[config.mk]
export PLATFORM = sky130hd
export DESIGN_NAME = timed_relay_sequencer
export DESIGN_NICKNAME = d
export VERILOG_FILES = /design/src/rtl/trs_pkg.sv /design/src/rtl/trs_core.sv /design/src/rtl/timed_relay_sequencer.sv
export SDC_FILE = /design/constraint.sdc
export NUM_CORES = 1
export LEC_CHECK = 0
export BUFFER_PORTS_ARGS = -buffer_cell sky130_fd_sc_hd__buf_4
export CAP_MARGIN = 25
export CORE_ASPECT_RATIO = 1.25
export CORE_MARGIN = 2
export CORE_UTILIZATION = 35
export CTS_BUF_LIST = sky130_fd_sc_hd__clkbuf_4
export CTS_CLUSTER_DIAMETER = 200
export CTS_CLUSTER_SIZE = 14
export DETAILED_ROUTE_END_ITERATION = 12
export MAX_ROUTING_LAYER = met4
export SLEW_MARGIN = 10
export SYNTH_ARGS = -nofsm -noshare
export SYNTH_HDL_FRONTEND = slang
export SYNTH_SLANG_ARGS = --single-unit
[constraint.sdc]
create_clock -name clk_i -period 5 [get_ports clk_i]
set_input_delay 0.5 -clock clk_i [delete_from_list [all_inputs] [get_ports clk_i]]
set_output_delay 0.5 -clock clk_i [all_outputs]
set_load 0.02 [all_outputs]
[src/rtl/trs_pkg.sv]
// Package for the timed relay sequencer: sizes, command codes and transaction types.
`default_nettype none

package trs_pkg;

  // Sequence depth and number of relays driven
  localparam int MaxSteps   = 10;
  localparam int RelayCount = 7;

  // Step index and step count widths
  localparam int IdxW = (MaxSteps > 1) ? $clog2(MaxSteps) : 1;
  localparam int CntW = $clog2(MaxSteps + 1);

  // Fixed field widths
  localparam int FuncW  = 3;
  localparam int ChanW  = 4;
  localparam int DelayW = 32;
  localparam int StepW  = 4;

  // Command codes
  typedef enum logic [FuncW-1:0] {
    FUNC_TICK   = 3'd0,
    FUNC_DEACT  = 3'd1,
    FUNC_SINGLE = 3'd2,
    FUNC_ENTRY  = 3'd3,
    FUNC_START  = 3'd4
  } trs_func_e;

  // Input transaction
  typedef struct packed {
    logic [FuncW-1:0]  func;
    logic [ChanW-1:0]  channel;
    logic [DelayW-1:0] delay_ticks;
  } trs_in_t;

  // Result transaction
  typedef struct packed {
    logic [RelayCount-1:0] relay_on;
    logic                  alarm_active;
    logic                  cycle_running;
    logic [StepW-1:0]      current_step;
  } trs_out_t;

  // One-hot relay mask for a channel number; channels outside 1..RelayCount give zero
  function automatic logic [RelayCount-1:0] relay_mask(logic [ChanW-1:0] ch);
    logic [RelayCount-1:0] mask;
    mask = '0;
    for (int k = 0; k < RelayCount; k++) begin
      mask[k] = (32'(ch) == k + 1);
    end
    return mask;
  endfunction

endpackage

`default_nettype wire

[src/rtl/trs_core.sv]
// Sequencer state, step register file and per-command next-state logic.
`default_nettype none

module trs_core
  import trs_pkg::*;
(
  input  wire logic     clk_i,
  input  wire logic     rst_ni,
  input  wire logic     cmd_en_i,
  input  wire trs_in_t  cmd_i,
  output trs_out_t      result_o
);

  // Control state
  logic [RelayCount-1:0] relay_q, relay_d;
  logic                  active_q, active_d;
  logic                  cycle_q, cycle_d;
  logic                  loading_q, loading_d;
  logic                  lit_q, lit_d;
  logic [CntW-1:0]       count_q, count_d;
  logic [IdxW-1:0]       idx_q, idx_d;
  logic [DelayW-1:0]     elapsed_q, elapsed_d;

  // Copy of the lit step's entry
  logic [ChanW-1:0]      cur_ch_q, cur_ch_d;
  logic [DelayW-1:0]     cur_dly_q, cur_dly_d;

  // Step register file, undefined until loaded
  logic [ChanW-1:0]      step_ch_q  [MaxSteps];
  logic [DelayW-1:0]     step_dly_q [MaxSteps];

  logic                  wr_en;
  logic [IdxW-1:0]       wr_idx;
  logic [IdxW-1:0]       rd_idx;
  logic [CntW-1:0]       idx_wrap;
  logic [CntW-1:0]       idx_inc;
  logic [CntW-1:0]       idx_next;
  logic [CntW-1:0]       cnt_eff;
  logic [DelayW-1:0]     elapsed_inc;
  logic                  tick_live;
  logic [IdxW+StepW-1:0] step_ext;

  // Index wrap and next-step index
  always_comb begin
    idx_wrap = (CntW'(idx_q) >= count_q) ? '0 : CntW'(idx_q);
    idx_inc  = idx_wrap + CntW'(1);
    idx_next = (idx_inc >= count_q) ? '0 : idx_inc;
    rd_idx   = lit_q ? idx_next[IdxW-1:0] : idx_wrap[IdxW-1:0];
    elapsed_inc = (elapsed_q == '1) ? elapsed_q : elapsed_q + DelayW'(1);
    tick_live = active_q && cycle_q && !loading_q && (count_q != '0);
  end

  // Next state per command
  always_comb begin
    relay_d   = relay_q;
    active_d  = active_q;
    cycle_d   = cycle_q;
    loading_d = loading_q;
    lit_d     = lit_q;
    count_d   = count_q;
    idx_d     = idx_q;
    elapsed_d = elapsed_q;
    cur_ch_d  = cur_ch_q;
    cur_dly_d = cur_dly_q;
    wr_en     = 1'b0;
    cnt_eff   = loading_q ? count_q : '0;
    wr_idx    = cnt_eff[IdxW-1:0];

    if (cmd_en_i) begin
      case (cmd_i.func)
        FUNC_TICK: begin
          if (tick_live) begin
            idx_d = idx_wrap[IdxW-1:0];
            if (lit_q && (elapsed_inc < cur_dly_q)) begin
              // step still running
              elapsed_d = elapsed_inc;
            end else begin
              // drop the current relay (if any) and light the next step
              if (lit_q) begin
                relay_d = relay_q & ~relay_mask(cur_ch_q);
                idx_d   = idx_next[IdxW-1:0];
              end
              relay_d   = relay_d | relay_mask(step_ch_q[rd_idx]);
              cur_ch_d  = step_ch_q[rd_idx];
              cur_dly_d = step_dly_q[rd_idx];
              elapsed_d = '0;
              lit_d     = 1'b1;
            end
          end
        end
        FUNC_DEACT: begin
          active_d  = 1'b0;
          cycle_d   = 1'b0;
          loading_d = 1'b0;
          relay_d   = '0;
        end
        FUNC_SINGLE: begin
          relay_d   = relay_q | relay_mask(cmd_i.channel);
          active_d  = 1'b1;
          cycle_d   = 1'b0;
          loading_d = 1'b0;
        end
        FUNC_ENTRY: begin
          // first entry of a run clears the list; extras are dropped
          loading_d = 1'b1;
          count_d   = cnt_eff;
          if (32'(cnt_eff) < MaxSteps) begin
            wr_en   = 1'b1;
            count_d = cnt_eff + CntW'(1);
          end
        end
        FUNC_START: begin
          idx_d     = '0;
          elapsed_d = '0;
          lit_d     = 1'b0;
          cycle_d   = 1'b1;
          active_d  = 1'b1;
          loading_d = 1'b0;
        end
        default: begin
        end
      endcase
    end
  end

  // Result after this command
  always_comb begin
    step_ext               = (IdxW + StepW)'(idx_d);
    result_o.relay_on      = relay_d;
    result_o.alarm_active  = active_d;
    result_o.cycle_running = cycle_d;
    result_o.current_step  = step_ext[StepW-1:0];
  end

  // Control state registers
  always_ff @(posedge clk_i or negedge rst_ni) begin
    if (!rst_ni) begin
      relay_q   <= '0;
      active_q  <= 1'b0;
      cycle_q   <= 1'b0;
      loading_q <= 1'b0;
      lit_q     <= 1'b0;
      count_q   <= '0;
      idx_q     <= '0;
      elapsed_q <= '0;
    end else begin
      relay_q   <= relay_d;
      active_q  <= active_d;
      cycle_q   <= cycle_d;
      loading_q <= loading_d;
      lit_q     <= lit_d;
      count_q   <= count_d;
      idx_q     <= idx_d;
      elapsed_q <= elapsed_d;
    end
  end

  // Lit-step copy and register file, no reset
  always_ff @(posedge clk_i) begin
    cur_ch_q  <= cur_ch_d;
    cur_dly_q <= cur_dly_d;
    if (wr_en) begin
      step_ch_q[wr_idx]  <= cmd_i.channel;
      step_dly_q[wr_idx] <= cmd_i.delay_ticks;
    end
  end

`ifndef SYNTHESIS
  // cycling always implies an active alarm
  assert property (@(posedge clk_i) disable iff (!rst_ni) cycle_q |-> active_q)
    else $error("cycle running without active alarm");

  // list never holds more than the table depth
  assert property (@(posedge clk_i) disable iff (!rst_ni) 32'(count_q) <= MaxSteps)
    else $error("step count beyond table depth");

  // lit-step copy matches the table while the cycle is live
  assert property (@(posedge clk_i) disable iff (!rst_ni)
      (lit_q && cycle_q && !loading_q) |->
      (cur_ch_q == step_ch_q[idx_q] && cur_dly_q == step_dly_q[idx_q]))
    else $error("lit-step copy out of sync with step table");
`endif

endmodule

`default_nettype wire

[src/rtl/timed_relay_sequencer.sv]
// Top level of the timed relay sequencer: handshakes and result register.
`default_nettype none

// Timed relay sequencer. Each accepted command (tick, deactivate, activate single,
// sequence entry, start cycle) produces exactly one result transaction carrying the
// relay bits, alarm and cycle flags and the lit step index after that command.
// The core's next-state logic evaluates each command in the cycle it is accepted,
// and the result is captured in a single output register, so the result appears in
// the cycle after acceptance. The output register is refilled in the same cycle it is
// drained, giving one command per clock as long as the result side keeps taking
// transactions; in_ready_o drops only while a result waits and out_ready_i is low.
// No clearing pass is needed after reset.
module timed_relay_sequencer
  import trs_pkg::*;
(
  input  wire logic     clk_i,
  input  wire logic     rst_ni,
  input  wire logic     in_valid_i,
  output logic          in_ready_o,
  input  wire trs_in_t  in_data_i,
  output logic          out_valid_o,
  input  wire logic     out_ready_i,
  output trs_out_t      out_data_o
);

  logic     in_fire;
  logic     out_valid_q, out_valid_d;
  trs_out_t out_data_q;
  trs_out_t result;

  assign in_ready_o = !out_valid_q || out_ready_i;
  assign in_fire    = in_valid_i && in_ready_o;

  trs_core u_core (
    .clk_i    (clk_i),
    .rst_ni   (rst_ni),
    .cmd_en_i (in_fire),
    .cmd_i    (in_data_i),
    .result_o (result)
  );

  // Result register valid flag
  always_comb begin
    out_valid_d = out_valid_q;
    if (in_fire) begin
      out_valid_d = 1'b1;
    end else if (out_ready_i) begin
      out_valid_d = 1'b0;
    end
  end

  always_ff @(posedge clk_i or negedge rst_ni) begin
    if (!rst_ni) begin
      out_valid_q <= 1'b0;
    end else begin
      out_valid_q <= out_valid_d;
    end
  end

  // Result payload, loaded on each accepted command
  always_ff @(posedge clk_i) begin
    if (in_fire) begin
      out_data_q <= result;
    end
  end

  assign out_valid_o = out_valid_q;
  assign out_data_o  = out_data_q;

`ifndef SYNTHESIS
  // an accepted command always yields a result next cycle
  assert property (@(posedge clk_i) disable iff (!rst_ni) in_fire |=> out_valid_o)
    else $error("accepted command produced no result");

  // deactivate leaves every relay off
  assert property (@(posedge clk_i) disable iff (!rst_ni)
      (in_fire && in_data_i.func == FUNC_DEACT) |=>
      (out_data_o.relay_on == '0 && !out_data_o.alarm_active))
    else $error("deactivate left a relay on");

  // an empty result register never blocks input
  assert property (@(posedge clk_i) disable iff (!rst_ni) !out_valid_q |-> in_ready_o)
    else $error("input stalled with empty result register");
`endif

endmodule

`default_nettype wire
==> flow_summary.toml <==
[status]
status = "complete, no violations"

[pwr]
power.density_nw_per_um2 = 287
share_comb_of_total_power = 0.071
switchingPower_w = 0.00149
clkPwrFrac = 0.278
p_int_w = 0.00506
ir_worst_vdd_v = 0.000117
power.leakage_nw = 8.39
p_sw_frac = 0.227
power.share.sequential = 0.651

[routing]
ant_nets = 0
viasPerCell = 5.20
firstDrtPassIters = 5
route.vias.total = 13200
wl_per_cell_um = 19.4
drt-total-wl_um = 49300
drc = 0
drtIter0Drc = 1201

[clocking]
cts.sinks = 461
cts.htree.levels = 2
cts_tree = "built"
clk_latency_ns = 0.77
root_buffer = "clkbuf_4"
cts.path.max_buffers = 3
clk_pin_slew_worst_paths_ns = 0.16
cts_made_buffers = 38

[critical_path]
cp-end-kind = "register"
slowest_stage = "or4_1"
cp_data_required_time_ns = 5.51
crit_type = "reg2reg"
max_stage_delay_ns = 0.59
path_max_fanout = 7
arrival_ns = 5.31
crit_chain = "ha_1 -> nand3_1 -> nor4_4 -> nand3_1 -> and3_1 -> nand2_1 -> or4_1 -> nor2_1 -> xor2_1 -> ha_1 -> nand4_1 -> nor2_1 -> o221ai_1 -> and3_1 -> nand2_2 -> a21oi_4 -> o41ai_2 -> a221oi_2"
critical_path.startpoint_type = "register"

[die]
core.rowCount = 98
chipHeight_um = 272
io_pins = 58
start_util = 0.353
die_w_um = 219
die-area_sq_um = 59500
core_area_sq_um = 57000

[sta]
finalSetupTns_ns = 0
fin_hold_ws_ns = 0.301
layout_setup_ws_ns = 0.207
hold_viol_final = 0
drv_slew = 0
slew_headroom = 0.400
clock.fmax_mhz = 209
post-route-period-util = 0.959
setup_violations = 0
worstMarginPinSlew_ns = 0.900
finalCriticalPeriod_ns = 4.79
skew_ns = 0.0790
rsz0062_at_grt = "false"

[place]
postPlaceCellArea_sq_um = 21600
gp_congestion = 0.861
place_inst = 2418
pre_cts_slack_ns = 0.0469
dp_hpwl_um = 29300
port_buffers = 57

[yosys]
ys.flop_type = "edfxtp_1"
synth_area_sq_um = 20200
syn_inst = 1654
synth_seq_area_share = 0.674
ys_ff_latch = 461
synth.distinct_cells = 79
syn_nets = 1742
synth_warnings = 0
synth_edf_count = 409
avgSynthCellArea_sq_um = 12.2
async_flop_share = 0.113

[global_routing]
grt.total_usage = 0.168
grt_pass1_wl_um = 75300
grt_pass1_vias = 12800
antenna_found_initial = 2
gr-total-overflow = 0
grt_max_degree = 106

[layout]
drive_above_1_share = 0.143
fin_cells = 2547
nets = 1853
syn2layout_area_growth_pct = 13.5
fin_area_sq_um = 22900
fill_cells = 5323

[run]
drv_cap = 0

[worst_hold_path]
min_path_type = "in2async"
worst max-delay path: cells and delay by family, from the launching register on:
family                     cells  cell delay (ns)
AOI/OAI and AO/OA              4             0.90
xor gates and xnor gates       1             0.10
adders and majority gates      2             0.55
DFF                            1             0.46
and+or+nand+nor               11             2.55
what timing repair did:
| action | 4_1_cts | 5_1_grt |
|---|---|---|
| hold buffers | 42 | 0 |
| endpoints found under the setup margin | 1 | 109 |
| buffers inserted | 0 | 14 |
| hold endpoints to repair | 408 | 0 |
| cloned | 0 | 1 |
| pin swaps | 0 | 3 |
| resized for setup | 2 | 26 |
registers in the layout, summed over array words and instances (netlist names), 4 cells and up:
register	count
out_data_o	13
u_core.count_q	4
u_core.cur_ch_q	4
u_core.cur_dly_q	32
u_core.elapsed_q	32
u_core.idx_q	4
u_core.relay_q	7
u_core.step_ch_q	40
u_core.step_dly_q	320
metal layers:
layer	global-route usage	vias to the layer above	routed length [um]
met5	-	-	0
met4	0.0510	0	1430
met3	0.0200	80	2310
met2	0.284	339	24700
met1	0.212	6523	20900
li1	-	6299	-
cell usage after synthesis (all sizes together), types with 13 or more instances:
library cell / n / area (sq um)
a21oi: 36 / 184
edfxtp: 409 / 12300
nand4: 15 / 93.8
inv: 59 / 221
xor2: 15 / 131
nand2: 395 / 1490
and3: 46 / 294
clkbuf: 61 / 229
a31oi: 44 / 275
a22o: 20 / 178
nor2: 33 / 124
a311oi: 32 / 280
o21ai: 49 / 253
buf: 28 / 153
ha: 45 / 563
nor3: 13 / 70.1
dfrtp: 52 / 1300
xnor2: 17 / 149
nand3: 161 / 806
cell families (layout without fill, tap and decap cells):
family          Yosys count  in the layout  share of synthesized area
mux                       7              7                    0.00404
simple gates            713            713                      0.161
xor+xnor                 32             32                     0.0139
compound gates          248            248                     0.0895
other cells               0              2                          0
buf+inv                 148            289                     0.0299
fa+ha+maj                45             45                     0.0279
flops                   461            461                      0.674
final timing paths:
path,depth (start not counted),slack [ns],to,from
hold / removal,2,0.30,u_core.relay_q[5],rst_ni
min in group clk_i,5,0.41,u_core.active_q,out_ready_i
max in group asynchronous,2,4.09,u_core.elapsed_q[12],rst_ni
hold reg to reg,1,0.57,u_core.elapsed_q[13],u_core.elapsed_q[13]
setup / recovery,18,0.21,out_data_o[6],u_core.elapsed_q[0]
setup reg to reg,18,0.21,out_data_o[6],u_core.elapsed_q[0]
power by group through the flow:
stage | clock (W) | combinational, W | sequential [W]
3_3_place_gp | 0 | 0.000402 | 0.00435
5_1_grt | 0.00201 | 0.000509 | 0.00427
6_report | 0.00182 | 0.000462 | 0.00427
3_5_place_dp | 0 | 0.000408 | 0.00435
4_1_cts | 0.00189 | 0.000438 | 0.00426
2_1_floorplan | 0 | 0.000234 | 0.00434
layout by cell type, fill, tap and decap left out, types with 6 or more instances in the layout:
| cell type | instances |
|---|---|
| a211oi_1 | 6 |
| a21oi_1 | 33 |
| a22o_1 | 18 |
| a311oi_1 | 32 |
| a31oi_1 | 44 |
| and2_2 | 7 |
| and3_1 | 39 |
| and3_2 | 6 |
| buf_12 | 9 |
| buf_4 | 107 |
| clkbuf_4 | 67 |
| dfrtp_1 | 48 |
| dlygate4sd3_1 | 42 |
| edfxtp_1 | 409 |
| ha_1 | 45 |
| inv_1 | 59 |
| nand2_1 | 393 |
| nand2b_1 | 7 |
| nand3_1 | 161 |
| nand4_1 | 15 |
| nor2_1 | 32 |
| nor3_1 | 12 |
| o211ai_1 | 7 |
| o21ai_0 | 44 |
| o31ai_1 | 7 |
| or3_1 | 8 |
| xnor2_1 | 17 |
| xor2_1 | 15 |
area by class of cell:
type / count / area, sq um / area share
flip-flops and latches: 461 / 13600 / 0.594
multi-input cells: 1045 / 6130 / 0.268
repair buffers: 160 / 1440 / 0.0630
well taps: 750 / 938 / 0.0410
clock buffers: 67 / 503 / 0.0220
inverters: 59 / 221 / 0.00968
clock inverters: 3 / 37.5 / 0.00164
diodes: 2 / 5.00 / 0.000219
metrics by stage:
step	power, W	utilization
floorplan	0.00458	-
global placement	0.00475	0.379
detailed placement	0.00476	0.379
CTS	0.00659	0.396
global route	0.00679	0.401
finish	0.00655	0.401
(Power assumes the default switching activity.)
